`src/rtl/kl_pkg.sv`:
```
// shared types and constants of the keyword lexer
// no dependencies
package kl_pkg;

    // token kinds
    localparam logic [4:0] KIND_END     = 5'd0;
    localparam logic [4:0] KIND_ILLEGAL = 5'd1;
    localparam logic [4:0] KIND_INT     = 5'd2;
    localparam logic [4:0] KIND_NAME    = 5'd3;
    localparam logic [4:0] KIND_ASSIGN  = 5'd4;
    localparam logic [4:0] KIND_PLUS    = 5'd5;
    localparam logic [4:0] KIND_MINUS   = 5'd6;
    localparam logic [4:0] KIND_STAR    = 5'd7;
    localparam logic [4:0] KIND_SLASH   = 5'd8;
    localparam logic [4:0] KIND_EQEQ    = 5'd9;
    localparam logic [4:0] KIND_NE      = 5'd10;
    localparam logic [4:0] KIND_LT      = 5'd11;
    localparam logic [4:0] KIND_GT      = 5'd12;
    localparam logic [4:0] KIND_SEMI    = 5'd13;
    localparam logic [4:0] KIND_LPAREN  = 5'd14;
    localparam logic [4:0] KIND_RPAREN  = 5'd15;
    localparam logic [4:0] KIND_LBRACE  = 5'd16;
    localparam logic [4:0] KIND_RBRACE  = 5'd17;
    localparam logic [4:0] KIND_COMMA   = 5'd18;
    localparam logic [4:0] KIND_LET     = 5'd19;
    localparam logic [4:0] KIND_IF      = 5'd20;
    localparam logic [4:0] KIND_ELSE    = 5'd21;
    localparam logic [4:0] KIND_WHILE   = 5'd22;
    localparam logic [4:0] KIND_FN      = 5'd23;
    localparam logic [4:0] KIND_RETURN  = 5'd24;

    // characters with a role of their own
    localparam logic [7:0] CH_NUL        = 8'h00;
    localparam logic [7:0] CH_NEWLINE    = 8'h0A;
    localparam logic [7:0] CH_UNDERSCORE = 8'h5F;
    localparam logic [7:0] CH_EQUAL      = 8'h3D;
    localparam logic [7:0] CH_BANG       = 8'h21;

    localparam int PREFIX_CHARS = 8;
    localparam int QUEUE_DEPTH  = 4;

    localparam logic [15:0] POS_MAX = 16'hFFFF;
    localparam logic [6:0]  LEN_MAX = 7'd127;

    typedef struct packed {
        logic [4:0]  kind;
        logic [15:0] line;
        logic [15:0] column;
        logic [63:0] text;
        logic [6:0]  length;
        logic [31:0] number;
        logic        overflow;
        logic        last;
    } t_token;

endpackage

```
`src/rtl/keyword_lexer.sv`:
```
// keyword lexer: one source byte in per cycle unless stalled, tokens out through a queue
// a token passes through the queue memory and then the output register to the outputs
// a byte that closes a token and also makes one stalls the byte input (o_ready low)
// while the front end pushes its held second token; a full queue also stalls the input
// reset: synchronous, active low; line 1, column 0, no token held, queue and output empty
// depends on kl_pkg, kl_front, kl_queue and kl_back
module keyword_lexer #(
    parameter int P_QUEUE_DEPTH = kl_pkg::QUEUE_DEPTH
) (
    input  logic        i_clk,
    input  logic        i_rst_n,
    // byte channel
    input  logic        i_valid,
    output logic        o_ready,
    input  logic [7:0]  i_char_code,
    // token channel
    output logic        o_valid,
    input  logic        i_ready,
    output logic [4:0]  o_token_kind,
    output logic [15:0] o_line,
    output logic [15:0] o_column,
    output logic [63:0] o_text_prefix,
    output logic [6:0]  o_text_length,
    output logic [31:0] o_number_value,
    output logic        o_number_overflow,
    output logic        o_last
);
    // front end -> queue
    logic           push;
    kl_pkg::t_token push_token;
    // queue -> output stage
    logic           pop;
    logic           q_full;
    logic           q_empty;
    kl_pkg::t_token q_head;
    kl_pkg::t_token out_token;

    // front end: classifies each byte, keeps line and column, builds the token
    // in flight, and emits closed tokens; keyword names are left for the back end
    kl_front u_front (
        .i_clk        (i_clk),
        .i_rst_n      (i_rst_n),
        .i_valid      (i_valid),
        .o_ready      (o_ready),
        .i_char_code  (i_char_code),
        .i_full       (q_full),
        .o_push       (push),
        .o_push_token (push_token)
    );

    // short queue so a stalled consumer does not stop the byte stream at once
    kl_queue #(
        .DEPTH (P_QUEUE_DEPTH)
    ) u_queue (
        .i_clk        (i_clk),
        .i_rst_n      (i_rst_n),
        .i_push       (push),
        .i_push_token (push_token),
        .i_pop        (pop),
        .o_head       (q_head),
        .o_full       (q_full),
        .o_empty      (q_empty)
    );

    // back end: keyword match on names, then the output register
    kl_back u_back (
        .i_clk   (i_clk),
        .i_rst_n (i_rst_n),
        .i_empty (q_empty),
        .i_token (q_head),
        .o_pop   (pop),
        .o_valid (o_valid),
        .i_ready (i_ready),
        .o_token (out_token)
    );

    // unpack the result register onto the field ports
    assign o_token_kind      = out_token.kind;
    assign o_line            = out_token.line;
    assign o_column          = out_token.column;
    assign o_text_prefix     = out_token.text;
    assign o_text_length     = out_token.length;
    assign o_number_value    = out_token.number;
    assign o_number_overflow = out_token.overflow;
    assign o_last            = out_token.last;

endmodule

```
`src/rtl/kl_queue.sv`:
```
// token queue between the lexer front end and the output stage
// depends on kl_pkg for the token type
module kl_queue #(
    parameter int DEPTH = kl_pkg::QUEUE_DEPTH
) (
    input  logic           i_clk,
    input  logic           i_rst_n,
    input  logic           i_push,
    input  kl_pkg::t_token i_push_token,
    input  logic           i_pop,
    output kl_pkg::t_token o_head,
    output logic           o_full,
    output logic           o_empty
);
    localparam int AW = (DEPTH > 1) ? $clog2(DEPTH) : 1;

    kl_pkg::t_token r_mem [DEPTH];
    logic [AW-1:0]  r_wr, n_wr;
    logic [AW-1:0]  r_rd, n_rd;
    logic [AW:0]    r_count, n_count;
    logic           do_push, do_pop;

    assign o_full  = (r_count == (AW+1)'(DEPTH));
    assign o_empty = (r_count == '0);
    assign o_head  = r_mem[r_rd];
    assign do_push = i_push && !o_full;
    assign do_pop  = i_pop && !o_empty;

    always_comb begin
        n_wr    = r_wr;
        n_rd    = r_rd;
        n_count = r_count;
        if (do_push) begin
            n_wr = (r_wr == AW'(DEPTH - 1)) ? '0 : r_wr + 1'b1;
        end
        if (do_pop) begin
            n_rd = (r_rd == AW'(DEPTH - 1)) ? '0 : r_rd + 1'b1;
        end
        if (do_push && !do_pop) begin
            n_count = r_count + 1'b1;
        end else if (do_pop && !do_push) begin
            n_count = r_count - 1'b1;
        end
    end

    always_ff @(posedge i_clk) begin
        if (!i_rst_n) begin
            r_wr    <= '0;
            r_rd    <= '0;
            r_count <= '0;
        end else begin
            r_wr    <= n_wr;
            r_rd    <= n_rd;
            r_count <= n_count;
        end
    end

    always_ff @(posedge i_clk) begin
        if (do_push) begin
            r_mem[r_wr] <= i_push_token;
        end
    end

endmodule

```
`src/rtl/kl_front.sv`:
```
// lexer front end: takes bytes, tracks position and the pending token
// depends on kl_pkg; feeds kl_queue one token per cycle while the queue is not full
module kl_front (
    input  logic           i_clk,
    input  logic           i_rst_n,
    input  logic           i_valid,
    output logic           o_ready,
    input  logic [7:0]     i_char_code,
    input  logic           i_full,
    output logic           o_push,
    output kl_pkg::t_token o_push_token
);
    localparam logic [2:0] MODE_IDLE = 3'd0;
    localparam logic [2:0] MODE_NAME = 3'd1;
    localparam logic [2:0] MODE_NUM  = 3'd2;
    localparam logic [2:0] MODE_EQ   = 3'd3;
    localparam logic [2:0] MODE_BANG = 3'd4;

    logic [2:0]     r_mode,  n_mode;
    logic [15:0]    r_line,  n_line;
    logic [15:0]    r_col,   n_col;
    logic [15:0]    r_sline, n_sline;
    logic [15:0]    r_scol,  n_scol;
    logic [63:0]    r_text,  n_text;
    logic [6:0]     r_len,   n_len;
    logic [31:0]    r_num,   n_num;
    logic           r_ovf,   n_ovf;
    logic           r_pend_valid, n_pend_valid;
    kl_pkg::t_token r_pend,  n_pend;

    logic           acc, cont, has_a, has_b;
    logic           is_alpha, is_digit, is_space;
    logic [15:0]    col;
    logic [35:0]    num_next;
    logic [4:0]     single;
    kl_pkg::t_token tok_a, tok_b;

    function automatic logic [4:0] single_kind(input logic [7:0] c);
        logic [4:0] k;
        case (c)
            8'h2B:   k = kl_pkg::KIND_PLUS;
            8'h2D:   k = kl_pkg::KIND_MINUS;
            8'h2A:   k = kl_pkg::KIND_STAR;
            8'h2F:   k = kl_pkg::KIND_SLASH;
            8'h3C:   k = kl_pkg::KIND_LT;
            8'h3E:   k = kl_pkg::KIND_GT;
            8'h3B:   k = kl_pkg::KIND_SEMI;
            8'h28:   k = kl_pkg::KIND_LPAREN;
            8'h29:   k = kl_pkg::KIND_RPAREN;
            8'h7B:   k = kl_pkg::KIND_LBRACE;
            8'h7D:   k = kl_pkg::KIND_RBRACE;
            8'h2C:   k = kl_pkg::KIND_COMMA;
            default: k = kl_pkg::KIND_ILLEGAL;
        endcase
        return k;
    endfunction

    // append a byte to the held text prefix
    function automatic logic [63:0] hold_text(input logic [63:0] text, input logic [6:0] len,
                                              input logic [7:0] c);
        logic [63:0] t;
        t = text;
        for (int i = 0; i < 8; i++) begin
            if (i < kl_pkg::PREFIX_CHARS && len == 7'(i)) begin
                t[8*i +: 8] = c;
            end
        end
        return t;
    endfunction

    assign acc      = i_valid && o_ready;
    assign o_ready  = !r_pend_valid && !i_full;
    assign is_alpha = (i_char_code >= 8'h61 && i_char_code <= 8'h7A) ||
                      (i_char_code >= 8'h41 && i_char_code <= 8'h5A) ||
                      (i_char_code == kl_pkg::CH_UNDERSCORE);
    assign is_digit = (i_char_code >= 8'h30 && i_char_code <= 8'h39);
    assign is_space = (i_char_code == 8'h20) ||
                      (i_char_code >= 8'h09 && i_char_code <= 8'h0D);
    assign col      = (r_col < kl_pkg::POS_MAX) ? r_col + 16'd1 : kl_pkg::POS_MAX;
    assign num_next = ({4'd0, r_num} << 3) + ({4'd0, r_num} << 1) +
                      36'(i_char_code - 8'h30);
    assign single   = single_kind(i_char_code);

    always_comb begin
        n_mode  = r_mode;
        n_line  = r_line;
        n_col   = r_col;
        n_sline = r_sline;
        n_scol  = r_scol;
        n_text  = r_text;
        n_len   = r_len;
        n_num   = r_num;
        n_ovf   = r_ovf;
        cont    = 1'b0;
        has_a   = 1'b0;
        has_b   = 1'b0;

        tok_a          = '0;
        tok_a.line     = r_sline;
        tok_a.column   = r_scol;
        tok_b          = '0;
        tok_b.line     = r_line;
        tok_b.column   = col;
        tok_b.last     = 1'b1;

        if (acc) begin
            // held token: extend it or close it
            case (r_mode)
                MODE_NAME: begin
                    if (is_alpha || is_digit) begin
                        cont   = 1'b1;
                        n_text = hold_text(r_text, r_len, i_char_code);
                        n_len  = (r_len < kl_pkg::LEN_MAX) ? r_len + 7'd1 : r_len;
                    end else begin
                        has_a        = 1'b1;
                        tok_a.kind   = kl_pkg::KIND_NAME;
                        tok_a.text   = r_text;
                        tok_a.length = r_len;
                        n_mode       = MODE_IDLE;
                    end
                end
                MODE_NUM: begin
                    if (is_digit) begin
                        cont   = 1'b1;
                        n_text = hold_text(r_text, r_len, i_char_code);
                        n_len  = (r_len < kl_pkg::LEN_MAX) ? r_len + 7'd1 : r_len;
                        if (r_ovf || num_next[35:32] != 4'd0) begin
                            n_num = 32'hFFFF_FFFF;
                            n_ovf = 1'b1;
                        end else begin
                            n_num = num_next[31:0];
                        end
                    end else begin
                        has_a          = 1'b1;
                        tok_a.kind     = kl_pkg::KIND_INT;
                        tok_a.text     = r_text;
                        tok_a.length   = r_len;
                        tok_a.number   = r_num;
                        tok_a.overflow = r_ovf;
                        n_mode         = MODE_IDLE;
                    end
                end
                MODE_EQ, MODE_BANG: begin
                    has_a  = 1'b1;
                    n_mode = MODE_IDLE;
                    if (i_char_code == kl_pkg::CH_EQUAL) begin
                        cont         = 1'b1;
                        tok_a.kind   = (r_mode == MODE_EQ) ? kl_pkg::KIND_EQEQ
                                                           : kl_pkg::KIND_NE;
                        tok_a.text   = {48'd0, kl_pkg::CH_EQUAL,
                                        (r_mode == MODE_EQ) ? kl_pkg::CH_EQUAL
                                                            : kl_pkg::CH_BANG};
                        tok_a.length = 7'd2;
                    end else begin
                        tok_a.kind   = (r_mode == MODE_EQ) ? kl_pkg::KIND_ASSIGN
                                                           : kl_pkg::KIND_ILLEGAL;
                        tok_a.text   = {56'd0, (r_mode == MODE_EQ) ? kl_pkg::CH_EQUAL
                                                                   : kl_pkg::CH_BANG};
                        tok_a.length = 7'd1;
                    end
                end
                default: begin
                    n_mode = MODE_IDLE;
                end
            endcase

            // the byte itself, seen from between tokens
            if (!cont) begin
                if (i_char_code == kl_pkg::CH_NUL) begin
                    has_b      = 1'b1;
                    tok_b.kind = kl_pkg::KIND_END;
                end else if (is_space) begin
                    n_mode = MODE_IDLE;
                end else if (i_char_code == kl_pkg::CH_EQUAL ||
                             i_char_code == kl_pkg::CH_BANG || is_alpha || is_digit) begin
                    n_sline = r_line;
                    n_scol  = col;
                    n_ovf   = 1'b0;
                    n_text  = '0;
                    n_len   = '0;
                    n_num   = '0;
                    if (i_char_code == kl_pkg::CH_EQUAL) begin
                        n_mode = MODE_EQ;
                    end else if (i_char_code == kl_pkg::CH_BANG) begin
                        n_mode = MODE_BANG;
                    end else begin
                        n_mode = is_alpha ? MODE_NAME : MODE_NUM;
                        n_text = {56'd0, i_char_code};
                        n_len  = 7'd1;
                        if (is_digit) begin
                            n_num = 32'(i_char_code - 8'h30);
                        end
                    end
                end else begin
                    has_b        = 1'b1;
                    tok_b.kind   = single;
                    tok_b.text   = {56'd0, i_char_code};
                    tok_b.length = 7'd1;
                end
            end

            tok_a.last = !has_b;

            if (!cont && i_char_code == kl_pkg::CH_NUL) begin
                n_line = 16'd1;
                n_col  = 16'd0;
            end else if (i_char_code == kl_pkg::CH_NEWLINE) begin
                n_line = (r_line < kl_pkg::POS_MAX) ? r_line + 16'd1 : kl_pkg::POS_MAX;
                n_col  = 16'd0;
            end else begin
                n_col = col;
            end
        end
    end

    // one push per cycle; a second token waits in the holding register
    always_comb begin
        n_pend_valid = r_pend_valid;
        n_pend       = r_pend;
        if (r_pend_valid) begin
            o_push       = !i_full;
            o_push_token = r_pend;
            n_pend_valid = i_full;
        end else begin
            o_push       = acc && (has_a || has_b);
            o_push_token = has_a ? tok_a : tok_b;
            if (acc && has_a && has_b) begin
                n_pend_valid = 1'b1;
                n_pend       = tok_b;
            end
        end
    end

    always_ff @(posedge i_clk) begin
        if (!i_rst_n) begin
            r_mode       <= MODE_IDLE;
            r_line       <= 16'd1;
            r_col        <= 16'd0;
            r_sline      <= 16'd1;
            r_scol       <= 16'd1;
            r_text       <= '0;
            r_len        <= '0;
            r_num        <= '0;
            r_ovf        <= 1'b0;
            r_pend_valid <= 1'b0;
        end else begin
            r_mode       <= n_mode;
            r_line       <= n_line;
            r_col        <= n_col;
            r_sline      <= n_sline;
            r_scol       <= n_scol;
            r_text       <= n_text;
            r_len        <= n_len;
            r_num        <= n_num;
            r_ovf        <= n_ovf;
            r_pend_valid <= n_pend_valid;
        end
    end

    always_ff @(posedge i_clk) begin
        r_pend <= n_pend;
    end

endmodule

```
`src/rtl/kl_back.sv`:
```
// output stage: resolves keywords and holds the result register
// depends on kl_pkg; pops tokens from kl_queue
module kl_back (
    input  logic           i_clk,
    input  logic           i_rst_n,
    input  logic           i_empty,
    input  kl_pkg::t_token i_token,
    output logic           o_pop,
    output logic           o_valid,
    input  logic           i_ready,
    output kl_pkg::t_token o_token
);
    logic           r_valid;
    kl_pkg::t_token r_token;
    kl_pkg::t_token resolved;

    function automatic logic [4:0] name_kind(input logic [63:0] text, input logic [6:0] len);
        logic [4:0] k;
        k = kl_pkg::KIND_NAME;
        if (len == 7'd3 && text == 64'h0000_0000_0074_656C) begin
            k = kl_pkg::KIND_LET;
        end else if (len == 7'd2 && text == 64'h0000_0000_0000_6669) begin
            k = kl_pkg::KIND_IF;
        end else if (len == 7'd4 && text == 64'h0000_0000_6573_6C65) begin
            k = kl_pkg::KIND_ELSE;
        end else if (len == 7'd5 && text == 64'h0000_0065_6C69_6877) begin
            k = kl_pkg::KIND_WHILE;
        end else if (len == 7'd2 && text == 64'h0000_0000_0000_6E66) begin
            k = kl_pkg::KIND_FN;
        end else if (len == 7'd6 && text == 64'h0000_6E72_7574_6572) begin
            k = kl_pkg::KIND_RETURN;
        end
        return k;
    endfunction

    always_comb begin
        resolved = i_token;
        if (i_token.kind == kl_pkg::KIND_NAME) begin
            resolved.kind = name_kind(i_token.text, i_token.length);
        end
    end

    assign o_pop   = !i_empty && (!r_valid || i_ready);
    assign o_valid = r_valid;
    assign o_token = r_token;

    always_ff @(posedge i_clk) begin
        if (!i_rst_n) begin
            r_valid <= 1'b0;
        end else if (o_pop) begin
            r_valid <= 1'b1;
        end else if (i_ready) begin
            r_valid <= 1'b0;
        end
    end

    always_ff @(posedge i_clk) begin
        if (o_pop) begin
            r_token <= resolved;
        end
    end

endmodule

```
`config.mk`:
```
export PLATFORM = sky130hd
export DESIGN_NAME = keyword_lexer
export DESIGN_NICKNAME = d
export VERILOG_FILES = /design/src/rtl/kl_pkg.sv /design/src/rtl/keyword_lexer.sv /design/src/rtl/kl_queue.sv /design/src/rtl/kl_front.sv /design/src/rtl/kl_back.sv
export SDC_FILE = /design/constraint.sdc
export NUM_CORES = 1
export LEC_CHECK = 0
export ABC_AREA = 0
export BUFFER_PORTS_ARGS = -buffer_cell sky130_fd_sc_hd__buf_4
export CAP_MARGIN = 15
export CORE_ASPECT_RATIO = 1.75
export CORE_UTILIZATION = 46
export CTS_CLUSTER_SIZE = 40
export DETAILED_ROUTE_END_ITERATION = 16
export PLACE_DENSITY = 0.71
export SYNTH_ARGS = -nofsm -noshare
export SYNTH_HDL_FRONTEND = slang
export SYNTH_SLANG_ARGS = --single-unit
```
`constraint.sdc`:
```
create_clock -name i_clk -period 10.33 [get_ports i_clk]
set_input_delay 1.5495 -clock i_clk [delete_from_list [all_inputs] [get_ports i_clk]]
set_output_delay 1.5495 -clock i_clk [all_outputs]
set_load 0.05 [all_outputs]
```
### Yosys cells after proc, flatten, opt, wreduce, memory -nomap -nowiden

Memories as Yosys holds them, arrays and structs flattened. A register that Yosys moved wholly into a read port is not among the register bits.
Cells that the tools add are included.

* register bits: 430
* word-level logic and storage cells: 269
* memories kept: 1
* input bits: 12
* RAM bits: 568

Memory list
* u_queue.r_mem: depth 4, width 142, read ports 1, clocked after memory_dff 1, write ports 1, RTL line kl_queue.sv:17 `kl_pkg::t_token r_mem [DEPTH];`

* bitwise gates (word level): 4
* eq/ne operators: 43
* add/subtract/negate cells: 11
* magnitude comparators: 11
* reductions and logical operators: 50
* muxes and demuxes: 122

Operators with widths (count)
* $mux W64: 7
* $mux W71: 5
* $mux W32: 10
* $mux W142: 2
* $pmux W71 S3: 1
* $eq A64 B15 Y1 const B: 2
* $pmux W64 S2: 1
* $mux W105: 1
* $eq A8 B6 Y1 const B: 13
* $mux W104: 1
* $mux W16: 6
* $mux W5: 15
* $mux W8: 9
* $eq A64 B23 Y1 const B: 1
* $eq A64 B31 Y1 const B: 1
* $eq A64 B39 Y1 const B: 1
* $eq A64 B47 Y1 const B: 1
* $pmux W5 S12: 1
* $mux W7: 8
* $eq A7 B3 Y1 const B: 7
* $add A35 B33 Y36: 1
* $add A36 B36 Y36: 1
* $mux W3: 11
* $mux W33: 1
* 43 further kinds: 134

### Longest topological paths before layout

* depth after elaboration: 20
* depth in mapped cells: 16

### Hierarchy

Synthesis repeated with hierarchy kept, for this count alone.

* cells, all modules: 2697
* area, all modules: 40107.2 um2

By module, submodules not included
* kl_queue: seq. area each 17236.5 um2, cells an instance 793, area each 20943.8 um2, instances 1
* kl_front: seq. area each 4824.6 um2, cells an instance 1664, area each 14208.6 um2, instances 1
* kl_back: seq. area each 4284.1 um2, cells an instance 240, area each 4954.8 um2, instances 1

### Worst setup path after synthesis

Ideal clock, no wire load.

* path type: input to register
* from: input port i_ready
* to: register u_queue.r_count[2]
* slack: -0.207 ns
* cell stages on the path: 9
* arrival: 10.467 ns
* setup time: 0.071 ns
* path through: inv_1 -> a21oi_1 -> inv_1 -> ha_1 -> inv_1 -> fa_1 -> xor2_1 -> or3_1 -> a21oi_1

* word-level cells in the longest chain between the ends: 6

Ends and longest elaborated chain
* start, declared: RTL line keyword_lexer.sv:18 `input logic i_ready,`
* $logic_or A1 B1 Y1 *: RTL line kl_back.sv:43 `assign o_pop = !i_empty && (!r_valid || i_ready);`
* $logic_and A1 B1 Y1 *: RTL line kl_back.sv:43
* named net pop: RTL line keyword_lexer.sv:32 `logic pop;`
* $logic_and A1 B1 Y1 *: RTL line kl_queue.sv:27 `assign do_pop = i_pop && !o_empty;`
* $logic_not A1 Y1: RTL line kl_queue.sv:39 `if (do_push && !do_pop) begin`
* $logic_and A1 B1 Y1: RTL line kl_queue.sv:39
* $mux W3 or $reduce_bool A2 Y1 (tied branches)
* end signal, assigned: RTL line kl_queue.sv:54 `r_count <= n_count;`
* end, declared: RTL line kl_queue.sv:20 `logic [AW:0] r_count, n_count;`

Mark *: on every way through the listed nets, which the timed path passes. The rest lies on a longest branch.
A chain may end at the register's enable or synchronous reset.

### Worst setup path in the final report

* from: input port i_char_code[4]
* to: register u_front.r_num[25]

* word-level cells in the longest chain between the ends: 11

Ends and longest elaborated chain
* start, declared: RTL line keyword_lexer.sv:15 `input logic [7:0] i_char_code,`
* $sub A8 B6 Y9: RTL line kl_front.sv:81, kl_front.sv:191
* $add A36 B36 Y36: RTL line kl_front.sv:80 `assign num_next = ({4'd0, r_num} << 3) + ({4'd0, r_num} << 1) +`
* $reduce_bool A4 Y1: RTL line kl_front.sv:127 `if (r_ovf || num_next[35:32] != 4'd0) begin`
* $logic_or A1 B1 Y1: RTL line kl_front.sv:127
* $mux W32: RTL line kl_front.sv:127
* $mux W32: RTL line kl_front.sv:123 `if (is_digit) begin`
* $mux W32: RTL line kl_front.sv:108 `case (r_mode)`
* $mux W32: RTL line kl_front.sv:174 `end else if (i_char_code == kl_pkg::CH_EQUAL ||`
* $mux W32: RTL line kl_front.sv:172 `end else if (is_space) begin`
* $mux W32: RTL line kl_front.sv:169 `if (i_char_code == kl_pkg::CH_NUL) begin`
* $mux W32 *: RTL line kl_front.sv:168 `if (!cont) begin`
* end signal, assigned: RTL line kl_front.sv:254 `r_num <= n_num;`
* end, declared: RTL line kl_front.sv:26 `logic [31:0] r_num, n_num;`

Mark *: on every way between the ends. The rest lies on a longest branch, timed or not. The select of a mux whose other input is x is not followed.

==> results.txt <==
----------------------------------------------------
[Run status]
  Run status ... complete, no violations

[Clock network]
  Bufs on Longest Clock Path ... 3
  Clock tree from TritonCTS ... yes
  Count of H-tree levels built during CTS ... 3
  Clock Sink Count ... approximately 940
  Total setup buffers inserted after CTS ... 0
  CTS buffer count ... 82
  Resize count post-CTS ... 0
  CTS root buf ... sky130_fd_sc_hd__clkbuf_16
  Clock slew seen by the registers of the worst setup and hold paths ... 0.06 ns
  Clock insertion delay at the later pin of the skew report ... just under 0.7 ns
  Hold Buf Count CTS ... 0

[Placement]
  Placed Cells incl. Taps ... around 3700
  Estimated wirelength of the detail-placed design ... roughly 59000 microns
  Routability congestion estimate ... 0.890
  Number of port buffers ... between 150 and 200

[Logic synthesis]
  Syn Inst Count ... between 2000 and 3000
  Net count of the mapped netlist ... 2700
  Distinct cells, synth ... 101
  Seq/Total Area, Yosys ... 0.670
  Count of warnings emitted by yosys ... 0
  FF+latch count, synth ... between 900 and 1000
  EDFF count, synth ... 756
  Synth Cell Area ... 39300 sq um
  Proportion of register bits with asynchronous set or reset after synthesis ... 0
  Most instantiated flip-flop cell in the synthesis netlist ... sky130_fd_sc_hd__edfxtp_1
  Mapped Avg Cell Area ... 15.1 sq um

[Cells and area]
  Inserted Diodes ... 0
  Final net count ... 2823
  Area occupied by multi-input gates ... between 10000 and 15000 sq um
  Register area ... approximately 26000 sq um
  Layout filler cell count ... about 6800
  Leading cell types in the layout, fill and taps excluded ... sky130_fd_sc_hd__edfxtp_1 (756), sky130_fd_sc_hd__nand2_1 (214), sky130_fd_sc_hd__dfxtp_1 (179)
  Layout cell share with drive strength beyond 1 ... 0.165
  Final cell count without fillers ... just under 4000
  Most frequent standard cell in the layout excluding fill and tap cells ... sky130_fd_sc_hd__edfxtp_1
  Synth-to-layout area growth ... 12.4%

[GRT]
  Pin count of the biggest net entering global routing ... around 110
  GR Util All Layers ... 0.212
  Overflow left after global routing ... 0
  Wire length of the first global-routing pass ... 140000 microns
  Vias in the first global route ... roughly 24000
  Number of antenna violations at the first check in global routing ... 4

[Floorplanning]
  Effective utilization at floorplan ... 0.465
  Die Height ... between 300 and 400 microns
  Floorplan die area ... ~87000 sq um
  I/O pin count ... 156
  Standard-cell row count ... roughly 140
  Die X ... between 200 and 250 microns
  Core ar. ... 84500 sq um

[Setup path]
  Critical path peak fanout ... 24
  CP Class ... in2reg
  Sort of element at the start of the critical path ... input port
  WP data required ... ~11 ns
  Nature of the critical path endpoint ... flip-flop
  CP Data Arrival Time ... about 7.0 ns

[STA]
  Slew @ Worst Pin ... about 1.1 ns
  Total negative slack ... 0 ns
  Unrepaired setup endpoints after global routing ... false
  Achievable clock frequency ... 0.154 GHz
  Worst slew margin relative to its limit ... 0.244
  Time the worst path needs with I/O delays and setup ... about 6.5 ns
  Fin. Hold Viols ... 0
  Final Skew ... between 0.03 and 0.04 ns
  Final number of setup-violating endpoints ... 0
  Final slew viol count ... 0
  Fraction of the cycle the final worst path needs ... 0.627

[Power]
  Static leakage ... roughly 0.016 uW
  PD cells ... ~260 nW/um^2
  Max IR drop VDD ... about 0.00020 V

[Detailed routing]
  Vias post-DR ... approximately 23000
  Number of nets still failing antenna checks after routing ... 0
  Pre-antenna DRT Iters ... 6
  Total detailed-routing wirelength ... 91600 microns
  Wirelength per Cell ... ~24 microns
  Drt drc ... 0
  Via count normalized by instance count ... roughly 6.0
  Number of DRC markers in iteration 0 ... around 1900

[Flow run]
  Number of maximum-capacitance violations ... 0

[Min path]
  Class of the most critical hold timing path ... reg2reg

----------------------------------------------------
metrics by stage:
stage / instance area (sq um) / power [uW] / setup WS [ns] / hold slack (ns) / utilization
after global routing: 44200 / 12100 / 3.38 / 0.474 / 0.523
final: 44200 / 11700 / 3.86 / 0.452 / 0.523
after floorplan: 39300 / 7650 / 2.80 / 0.406 / -
after CTS: 44200 / 11800 / 3.85 / 0.455 / 0.523
after detailed placement: 41400 / 8640 / 3.15 / 0.438 / 0.490
after global placement: 41400 / 8590 / 3.30 / 0.441 / 0.490
per-layer routing:
metal	track usage	wire length (microns)	vias to the layer above
li1	-	-	10400
met1	0.235	33800	11700
met2	0.395	49800	752
met3	0.0351	4530	209
met4	0.0915	3460	6
met5	0	41	-
cells in the mapped netlist, drive strengths merged (5+ instances only):
cell,n,share of area
nand3,48,0.0061
inv,69,0.0066
nor3,37,0.0047
a21o,24,0.0046
a221o,7,0.0018
and3,81,0.013
buf,36,0.0071
nor4b,6,0.0017
a211oi,19,0.0036
nand2,215,0.021
ha,56,0.018
and4b,5,0.0014
mux2i,10,0.0025
a21oi,137,0.018
mux4,142,0.085
nor4,26,0.0045
fa,32,0.016
a22oi,49,0.0094
o311ai,5,0.0011
nor2b,9,0.0014
o21bai,7,0.0013
a21boi,6,0.0011
dfxtp,182,0.093
edfxtp,756,0.58
nor3b,5,0.00095
xor2,23,0.0051
nand4,21,0.0033
o211ai,18,0.0036
xnor2,19,0.0042
nand2b,15,0.0024
nor2,100,0.0095
a22o,54,0.012
a31oi,14,0.0022
o21a,6,0.0011
and4,9,0.0021
and2,67,0.011
o21ai,89,0.011
or3,9,0.0014
clkbuf,107,0.012
worst max-delay path, stage by stage:
cell and delay, ns:
sky130_fd_sc_hd__buf_4 0.20, sky130_fd_sc_hd__ha_1 0.38, sky130_fd_sc_hd__or3_1 0.46, sky130_fd_sc_hd__inv_1 0.29
sky130_fd_sc_hd__buf_4 0.41, sky130_fd_sc_hd__fa_1 0.50, sky130_fd_sc_hd__ha_1 0.54, sky130_fd_sc_hd__nand4_1 0.12
sky130_fd_sc_hd__a2111oi_0 0.49, sky130_fd_sc_hd__a221oi_1 0.34, sky130_fd_sc_hd__or3b_1 0.44, sky130_fd_sc_hd__o211ai_1 0.10
sky130_fd_sc_hd__o221ai_2 0.23, sky130_fd_sc_hd__nor4b_4 0.38, sky130_fd_sc_hd__buf_4 0.36, sky130_fd_sc_hd__a21oi_1 0.12
cell type report:
| type | instances | area share |
|---|---|---|
| Timing Repair Buffer | 182 | 0.0320 |
| Inverter | 69 | 0.00586 |
| Clock buffer | 110 | 0.0514 |
| Multi-Input combinational cell | 1450 | 0.272 |
| Sequential cell | 938 | 0.596 |
| Clock inverter | 43 | 0.0118 |
| Tap cell | 1072 | 0.0304 |
power by group:
| group | internal [uW] | leakage, uW | switching, uW |
|---|---|---|---|
| Combinational | 1070 | 0.00570 | 2320 |
| Sequential | 4900 | 0.00846 | 226 |
| Clock | 1790 | 0.00135 | 1370 |
| Total | 7760 | 0.0155 | 3920 |
path summary, 6_finish.rpt:
kind,start,to,slack (ns),depth (start not counted)
setup / recovery,i_char_code[4],u_front.r_num[25],3.86,16
hold / removal,u_front.r_sline[14],u_front.r_sline[14],0.45,2
setup reg to reg,flip-flop,u_back.o_token[139],5.27,9
hold reg to reg,u_front.r_sline[14],u_front.r_sline[14],0.45,2
flip-flops by register name (all words and copies together), names as in the netlist, 16 cells and up, named ones only:
register and count:
u_back.o_token 142, u_front.r_col 16, u_front.r_line 16, u_front.r_num 32
u_front.r_pend 46, u_front.r_scol 16, u_front.r_sline 16, u_front.r_text 64
u_queue.r_mem 568
cell families after synthesis:
| logic type | Yosys count | share of synthesized area |
|---|---|---|
| AOI/OAI and AO/OA | 490 | 0.0838 |
| xor gates and xnor gates | 42 | 0.00936 |
| adders and majority gates | 88 | 0.0341 |
| buffers and inverters | 212 | 0.0255 |
| DFF | 938 | 0.670 |
| muxes | 152 | 0.0871 |
| and+or+nand+nor | 678 | 0.0900 |
No activity file was read; power rests on OpenSTA's default activity.
